--- src/rtl/core/sysc_pkg.sv ---
// Shared constants and types of the system configuration register block.
`default_nettype none

package sysc_pkg;

	localparam int unsigned DATA_W  = 32;
	localparam int unsigned INDEX_W = 5;

	// Register word indexes.
	localparam logic [INDEX_W-1:0] IDX_CLOCK     = 5'd2;
	localparam logic [INDEX_W-1:0] IDX_MISC      = 5'd6;
	localparam logic [INDEX_W-1:0] IDX_PAD_48_51 = 5'd19;
	localparam logic [INDEX_W-1:0] IDX_PAD_52_55 = 5'd20;

	// Bit positions and fields.
	localparam logic [DATA_W-1:0] CLOCK_UART0_BIT = 32'h0000_0010;
	localparam logic [DATA_W-1:0] MISC_SOFTRESET  = 32'h8000_0000;
	localparam logic [DATA_W-1:0] MISC_IRQ_SEL    = 32'h0008_0000;
	localparam logic [DATA_W-1:0] MISC_FIFO_SEL   = 32'h0010_0000;
	localparam logic [DATA_W-1:0] MISC_CLK_SEL    = 32'h0020_0000;
	localparam logic [DATA_W-1:0] PAD_FUNC_FIELDS = 32'hC0C0_C0C0;

	typedef enum logic {
		MODE_READ  = 1'b0,
		MODE_WRITE = 1'b1
	} mode_t;

	// One bus transaction as presented to the register file.
	typedef struct packed {
		logic               valid;
		mode_t              mode;
		logic [INDEX_W-1:0] word_index;
		logic [DATA_W-1:0]  bit_mask;
		logic [DATA_W-1:0]  write_data;
	} access_t;

	// Level and pulse outputs, as they stand after the transaction.
	typedef struct packed {
		logic clock_on;
		logic pad_on;
		logic clock_select;
		logic fifo_select;
		logic irq_select;
		logic soft_reset;
	} status_t;

endpackage

`default_nettype wire

--- src/rtl/core/sysc_regfile.sv ---
// Register storage with masked read, masked write merge and status decode.
`default_nettype none

module sysc_regfile #(
	parameter int DEPTH = 32
) (
	input  wire                         clk,
	input  wire                         arst_n,
	input  wire sysc_pkg::access_t      acc,
	output logic [sysc_pkg::DATA_W-1:0] rdata,
	output sysc_pkg::status_t           status
);
	import sysc_pkg::*;

	localparam int IDX_W = $clog2(DEPTH);
	localparam logic [INDEX_W:0] DEPTH_L = (INDEX_W+1)'(DEPTH);

	logic [DATA_W-1:0] regs_q [DEPTH];

	logic              in_range;
	logic [IDX_W-1:0]  idx;
	logic              wr_hit;
	logic [DATA_W-1:0] merged;
	logic [DATA_W-1:0] merged_clean;
	logic              pulse;
	logic [DATA_W-1:0] clock_nx;
	logic [DATA_W-1:0] misc_nx;
	logic [DATA_W-1:0] pad_a_nx;
	logic [DATA_W-1:0] pad_b_nx;

	assign in_range = ({1'b0, acc.word_index} < DEPTH_L);
	assign idx      = acc.word_index[IDX_W-1:0];
	assign wr_hit   = acc.valid && (acc.mode == MODE_WRITE) && in_range;

	always_comb begin
		merged       = (acc.write_data & acc.bit_mask) | (regs_q[idx] & ~acc.bit_mask);
		pulse        = wr_hit && (acc.word_index == IDX_MISC) &&
		               ((merged & MISC_SOFTRESET) != '0);
		// The soft-reset bit is never stored, so it always reads back as zero.
		merged_clean = pulse ? (merged & ~MISC_SOFTRESET) : merged;
	end

	always_ff @(posedge clk or negedge arst_n) begin
		if (!arst_n) begin
			for (int i = 0; i < DEPTH; i++) begin
				regs_q[i] <= '0;
			end
		end else if (wr_hit) begin
			regs_q[idx] <= merged_clean;
		end
	end

	always_comb begin
		if (acc.valid && (acc.mode == MODE_READ) && in_range) begin
			rdata = regs_q[idx] & acc.bit_mask;
		end else begin
			rdata = '0;
		end
	end

	// Status reflects the contents after this transaction, so the merged word bypasses the stored one.
	always_comb begin
		clock_nx = (wr_hit && acc.word_index == IDX_CLOCK) ?
		           merged_clean : regs_q[IDX_W'(IDX_CLOCK)];
		misc_nx  = (wr_hit && acc.word_index == IDX_MISC) ?
		           merged_clean : regs_q[IDX_W'(IDX_MISC)];
		pad_a_nx = (wr_hit && acc.word_index == IDX_PAD_48_51) ?
		           merged_clean : regs_q[IDX_W'(IDX_PAD_48_51)];
		pad_b_nx = (wr_hit && acc.word_index == IDX_PAD_52_55) ?
		           merged_clean : regs_q[IDX_W'(IDX_PAD_52_55)];

		status.clock_on     = (clock_nx & CLOCK_UART0_BIT) != '0;
		status.pad_on       = status.clock_on &&
		                      ((pad_a_nx & PAD_FUNC_FIELDS) == PAD_FUNC_FIELDS) &&
		                      ((pad_b_nx & PAD_FUNC_FIELDS) == PAD_FUNC_FIELDS);
		status.clock_select = (misc_nx & MISC_CLK_SEL) != '0;
		status.fifo_select  = (misc_nx & MISC_FIFO_SEL) != '0;
		status.irq_select   = (misc_nx & MISC_IRQ_SEL) != '0;
		status.soft_reset   = pulse;
	end

`ifndef SYNTHESIS
	a_misc_bit31_clear: assert property (@(posedge clk) disable iff (!arst_n)
		(regs_q[IDX_W'(IDX_MISC)] & MISC_SOFTRESET) == '0)
		else $error("soft-reset bit stored in misc register");

	a_pulse_only_write: assert property (@(posedge clk) disable iff (!arst_n)
		status.soft_reset |-> (acc.valid && acc.mode == MODE_WRITE))
		else $error("soft-reset pulse without a write transaction");
`endif

endmodule

`default_nettype wire

--- src/rtl/core/system_config_register_block_core.sv ---
// Top level of the system configuration register block.
//
// A bus transaction is offered on mode, word_index, bit_mask and write_data
// with start high, and is taken at the clock edge where start is high and
// busy is low. busy stays low, so a transaction can be taken every cycle.
// The transaction is held in an input register; in the following cycle the
// register file is read or merged and written, and the result is captured
// in the output registers. done is high for exactly one cycle, driven
// from the input register through the done register, with read_data, the
// UART0 status levels and soft_reset_pulse valid in that cycle. The status
// levels show the register contents after the transaction. Throughput is
// one transaction per cycle, set by the read-merge-write register file path.
// The receiver cannot stall; results are taken as they appear.
// Reset clears every register word to zero and drops all pending work.
// Word indexes at or beyond the bank read as zero and ignore writes.
`default_nettype none

module system_config_register_block_core #(
	parameter int REG_COUNT = 32
) (
	input  wire                         clk,
	input  wire                         arst_n,
	input  wire                         start,
	output logic                        busy,
	input  wire                         mode,
	input  wire [sysc_pkg::INDEX_W-1:0] word_index,
	input  wire [sysc_pkg::DATA_W-1:0]  bit_mask,
	input  wire [sysc_pkg::DATA_W-1:0]  write_data,
	output logic                        done,
	output logic [sysc_pkg::DATA_W-1:0] read_data,
	output logic                        uart0_clock_on,
	output logic                        uart0_pad_on,
	output logic                        uart0_clock_select,
	output logic                        uart0_fifo_select,
	output logic                        uart0_irq_select,
	output logic                        soft_reset_pulse
);
	import sysc_pkg::*;

	// Only the words that a five-bit index reaches are built.
	localparam int DEPTH = (REG_COUNT < 32) ? REG_COUNT : 32;

	access_t           acc_s1;
	logic [DATA_W-1:0] rdata;
	status_t           status;
	logic              done_q;
	logic              accept;

	assign busy   = 1'b0;
	assign accept = start && !busy;

	always_ff @(posedge clk or negedge arst_n) begin
		if (!arst_n) begin
			acc_s1 <= '0;
		end else begin
			acc_s1.valid <= accept;
			if (accept) begin
				acc_s1.mode       <= mode_t'(mode);
				acc_s1.word_index <= word_index;
				acc_s1.bit_mask   <= bit_mask;
				acc_s1.write_data <= write_data;
			end
		end
	end

	sysc_regfile #(
		.DEPTH (DEPTH)
	) u_regfile (
		.clk    (clk),
		.arst_n (arst_n),
		.acc    (acc_s1),
		.rdata  (rdata),
		.status (status)
	);

	always_ff @(posedge clk or negedge arst_n) begin
		if (!arst_n) begin
			done_q <= 1'b0;
		end else begin
			done_q <= acc_s1.valid;
		end
	end

	always_ff @(posedge clk) begin
		if (acc_s1.valid) begin
			read_data          <= rdata;
			uart0_clock_on     <= status.clock_on;
			uart0_pad_on       <= status.pad_on;
			uart0_clock_select <= status.clock_select;
			uart0_fifo_select  <= status.fifo_select;
			uart0_irq_select   <= status.irq_select;
			soft_reset_pulse   <= status.soft_reset;
		end
	end

	assign done = done_q;

`ifndef SYNTHESIS
	a_done_latency: assert property (@(posedge clk) disable iff (!arst_n)
		accept |=> ##1 done)
		else $error("result strobe missing two cycles after a transaction");

	a_pad_needs_clock: assert property (@(posedge clk) disable iff (!arst_n)
		(done && uart0_pad_on) |-> uart0_clock_on)
		else $error("pad readiness reported with UART0 clock off");

	a_write_reads_zero: assert property (@(posedge clk) disable iff (!arst_n)
		(acc_s1.valid && acc_s1.mode == MODE_WRITE) |=> (read_data == '0))
		else $error("write transaction returned non-zero read data");
`endif

endmodule

`default_nettype wire

--- config.mk ---
export PLATFORM = sky130hd
export DESIGN_NAME = system_config_register_block_core
export DESIGN_NICKNAME = d
export VERILOG_FILES = /design/src/rtl/core/sysc_pkg.sv /design/src/rtl/core/sysc_regfile.sv /design/src/rtl/core/system_config_register_block_core.sv
export SDC_FILE = /design/constraint.sdc
export NUM_CORES = 2
export LEC_CHECK = 0
export BUFFER_PORTS_ARGS = -buffer_cell sky130_fd_sc_hd__clkbuf_2
export CORE_MARGIN = 2
export CORE_UTILIZATION = 40
export CTS_CLUSTER_SIZE = 8
export DETAILED_ROUTE_END_ITERATION = 7
export GPL_TIMING_DRIVEN = 0
export PLACE_DENSITY = 0.69
export SETUP_SLACK_MARGIN = 0.4
export SYNTH_ARGS = -nofsm -noshare
export SYNTH_HDL_FRONTEND = slang
export SYNTH_HIERARCHICAL = 1
export SYNTH_SLANG_ARGS = --single-unit
--- constraint.sdc ---
create_clock -name clk -period 3.05 [get_ports clk]
set_input_delay 0.4575 -clock clk [delete_from_list [all_inputs] [get_ports clk]]
set_output_delay 0.4575 -clock clk [all_outputs]
set_load 0.02 [all_outputs]
# Yosys cells after proc, flatten, opt, wreduce, memory -nomap -nowiden
# Index checks and enable logic that the tools add are counted.
# op_classes
add_sub_neg,0
mul,0
div,0
n_lt_le_gt_ge,2
eq_ne,6
shift,0
muxes,11
bitwise_logic,7
reduce_logical,10
# op_table
op,n
bitwise mux 1024 bit,1
two-way mux 32 bit,6
binary-select mux 32 bit (select 5 bit),1
demux 32 bit (select 5 bit),1
AND 32 bit,3
inverter 32 bit,1
OR 32 bit,1
two-way mux 22 bit,1
"== test 8 bit, second input constant",2
"== test 5 bit, second input constant",2
logical AND 1 bit,10
"greater-or-equal comparator 6 bit, second input constant",1
"< comparator 6 x 1 -> 1 bit, second input constant",1
inverter 5 -> 6 bit,1
"== test 5 x 2 -> 1 bit, second input constant",1
"== test 5 x 3 -> 1 bit, second input constant",1
two-way mux 5 bit,1
inverter 1 bit,1
# totals
regBits,1134
latch_bits,0
ramBits,0
mem_bits_ro,0
in_bits,73
out_inout_bits,40
wordCells,81
memories,0

# Logic depth before layout (Yosys ltp)
# logic_depth
depth_word,12
depth_mapped,12
ltp_nobuf,7

# Modules after synthesis
# The synthesis kept the hierarchy.
# by_module_without_submodules
module,n_inst,cells_each,area_per_inst_um2,seq_area_each_um2
sysc_regfile,1,4169,46793.6,25624.6
system_config_register_block_core,1,190,4156.5,2942.8

# Worst setup path before layout
# OpenSTA, ideal clock, no wires.
# synth_path
path_kind,reg-to-reg
start,register acc_s1[70] (netlist bit)
end,register u_regfile/regs_q[360] (netlist bit)
arrival_time_ps,3056
required_time_ps,2925
setup_slack_ps,-131
path_stages_with_launch,8
path_cell_list,dfrtp_1 > nand2_1 > or3_1 > clkbuf_1 > nor2_1 > clkbuf_1 > clkbuf_1 > mux2_2
# synth_between
elab_chain_cells,1
# synth_rtl
item,line,source
from (decl),system_config_register_block_core.sv:43,access_t acc_s1;
logical AND 1 bit,sysc_regfile.sv:33,assign wr_hit = acc.valid && (acc.mode == MODE_WRITE) && in_range;
"to (signal, indexed assignment)",sysc_regfile.sv:49,regs_q[idx] <= merged_clean;
to (decl),sysc_regfile.sv:18,logic [DATA_W-1:0] regs_q [DEPTH];
# No other way between the ends.
# A chain may end at the register's enable or synchronous reset.

==> impl_metrics.toml <==
[global_route]
grt_max_degree = 112
grt_pass1_wl_um = 270000
overflow = 0
grt_pass1_vias = 40060
antenna_found_initial = 4
grt.total_usage_pct = 28.48

[cts]
htreeDepth = 4
clkSinkCount = 1134
clockBufferDepth = 3
cts.clk_slew.worst_paths_ns = 0.05
root_buffer = "clkbuf_16"
cts_buffers = 161
cts_tree = "done"
clock_latency_ns = 0.81

[setup_path]
max_stage_delay_ns = 0.50
path_common_cell = "buf_12"
crit_buf_inv = 3
worstPathRequired_ns = 3.57
cp-end-kind = "flop"
cp.arrival_ns = 3.91
crit_chain = "buf_12 > buf_16 > buf_12 > mux2i_1 > a22oi_1 > o32ai_1 > or3b_4 > o31a_1 > o41a_1 > a2111oi_4"
cp_slowest_cell = "dfrtp_2"
crit_type = "flop to flop"
critical-path-top-delay-family = "compound AO/OA/AOI/OAI gates"
setup.worst_path.start_class = "flop"
cp_max_fo = 7

[power_and_ir_drop]
ir_drop_mv = 0.5614
p_leak_uw = 0.03127
p_per_area_mw_per_mm2 = 706.8
power.total_uw = 45500

[timing]
layout_min_cycle_time_ns = 3.385
relSlewSlack_pct = -4.032
hold_violations = 0
maxSlewViolCount = 11
fmax_ghz = 0.2954
layout_setup_ws_ns = -0.3348
fin_skew_ns = 0.05999
tns_ns = -118.34
worst_slew_pin_slew_ns = 1.560
fin_crit_sh_pct = 111.0
setup_viol = 855
rsz0062_at_grt = "yes"

[placed_design]
gp_congestion = 0.9597
port_buffers = 111
hpwl_um = 119000

[floorplan]
core_mm2 = 0.1261
num_rows = 130
die_h_um = 360.9
io_pins = 113
die_w_um = 360.9
start_util_pct = 40.42
die-area_mm2 = 0.1302

[drt]
viasPerCell = 6.047
antenna_left = 0
wl_per_cell_um = 28.86
vias = 39893
drc = 1
drt_iter0_markers = 5537
first_pass_iters = 8
wl_um = 190400

[synthesis]
syn_nets = 4432
synth-simple-area-share_pct = 13.48
netlist_instances = 4359
avgSynthCellArea_um2 = 11.69
ys.flop_type = "dfrtp_1"
netlist_area_mm2 = 0.05095
synth_cell_types = 61
yosys.area.top_type = "dfrtp_1"
synth_enable_flop_cells = 38
ys_warn_count = 6
netlist_top_cells_area = "dfrtp_1 54%, mux4_2 13%, nand2_1 12%, mux2_2 8.1%, o21ai_0 2.3%"
synth_compound_gate_area_share_pct = 3.703
ys_seq_area_share_pct = 56.07
yosys.area_share.xor_xnor_pct = 0
yosys.area.top_type_share_pct = 53.83
synthAdderAreaFrac_pct = 0
synth_top_family_by_area = "multiplexers"
synth_mux_area_share_pct = 23.31
async_reset_ff_share_pct = 96.65
ys_seq_elements = 1134

[run]
maxCapViolations = 1

[layout]
n_fill_cell = 10443
layout-drive-gt1-share_pct = 34.16
num-nets-final = 4971
syn_to_final_growth_pct = 26.35

[outcome]
violations = "design-rule violations, max-capacitance violations, max-slew violations, negative setup slack"
outcome = "complete, but fails checks"

[worst_hold_path]
min-delay-path-class = "input pin to flop"
## routing by layer
layer  up-vias  routed length, um  GRT usage, %
li1      15876                  -             -
met1     20393              67240         35.09
met2      2834              83980         42.19
met3       784              23240         9.637
met4         6              15660         19.71
met5         -                302        0.9619
## cell type report
| type | count | area (um2) | share of cell area [%] |
|---|---|---|---|
| Timing Repair Buffer | 376 | 3996 | 6.208 |
| Multi-Input combinational cell | 2863 | 21640 | 33.62 |
| Antenna cell | 6 | 15.01 | 0.02332 |
| Sequential cell | 1134 | 28570 | 44.39 |
| Tap cell | 1650 | 2064 | 3.207 |
| Clock inverter | 16 | 340.3 | 0.5286 |
| Clock buffer | 190 | 4190 | 6.509 |
| Inverter | 4 | 16.27 | 0.02527 |
| Buffer | 358 | 3536 | 5.492 |
## logic make-up (layout without fill, tap and decap cells)
group | Yosys count | count (layout)
simple gates | 1772 | 1772
mux | 742 | 742
compound gates | 348 | 348
other cells | 1 | 7
flops | 1134 | 1134
buf+inv | 362 | 944
## stage by stage
step	hold WS (ns)	setup slack [ns]	area (um2)	utilization, %	cells
2_1_floorplan	0.1619	0.2828	51140	-	4359
3_3_place_gp	0.4525	-29.67	53760	42.65	6120
3_5_place_dp	0.4579	-1.820	54100	42.92	6132
4_1_cts	0.0001919	-0.2240	62600	49.66	6520
5_1_grt	0.001329	-0.3431	64360	51.06	6591
6_report	0.03005	-0.3348	64380	51.07	6597
## state kept, by name, indices dropped and copies added, names as in the netlist
register / cells
u_regfile/regs_q: 1024
acc_s1: 71
read_data: 32
done: 1
soft_reset_pulse: 1
uart0_clock_on: 1
uart0_clock_select: 1
uart0_fifo_select: 1
uart0_irq_select: 1
uart0_pad_on: 1
## path summary, 6_finish.rpt
path / start / to / slack, ns / cells after the start
max: acc_s1[65] / uart0_pad_on / -0.33 / 10
min: bit_mask[20] / acc_s1[52] / 0.03 / 2
max reg2reg: acc_s1[65] / uart0_pad_on / -0.33 / 10
min reg2reg: u_regfile/regs_q[168] / u_regfile/regs_q[168] / 0.46 / 2
max in group asynchronous: arst_n / u_regfile/regs_q[107] / 0.51 / 7
min in group asynchronous: arst_n / acc_s1[64] / 0.37 / 3
## power breakdown
part	leakage, uW	internal [uW]	total, uW	switching (uW)
logic	0.0139	4910	9940	5030
clock network	0.00219	9650	16500	6850
registers	0.0151	17600	19100	1460
total	0.0313	32200	45500	13300
## cells in the final DEF (no fill, tap or decap), types with 24 or more instances in the layout
master / count
clkbuf_16: 177
buf_8: 47
mux2_4: 127
dlygate4sd3_1: 70
clkbuf_1: 107
o21ai_0: 236
mux2_2: 309
nand2_1: 1462
a21oi_1: 55
buf_16: 43
buf_6: 65
buf_4: 106
nand2_2: 110
edfxtp_1: 38
nor2_1: 72
dfrtp_1: 1092
buf_12: 67
and3_1: 24
mux4_2: 291
clkbuf_2: 190
## Yosys cell counts, drive strengths merged, types with 5 or more instances
library cell	number
nand2	1594
dfrtp	1096
mux2	437
mux4	291
o21ai	240
clkbuf	209
buf	149
nor2	97
a21oi	56
edfxtp	38
and3	24
mux2i	14
o22ai	14
nand3	13
a22oi	9
nor3	9
nand2b	6
nor2b	5
## repair_timing
item,4_1_cts,5_1_grt
hold buffers,71,0
pin swaps,25,47
endpoints found under the hold margin,142,0
setup endpoints to repair,1062,1158
gates cloned,22,13
setup buffers,89,58
resized for setup,574,363
(Power assumes the default switching activity.)
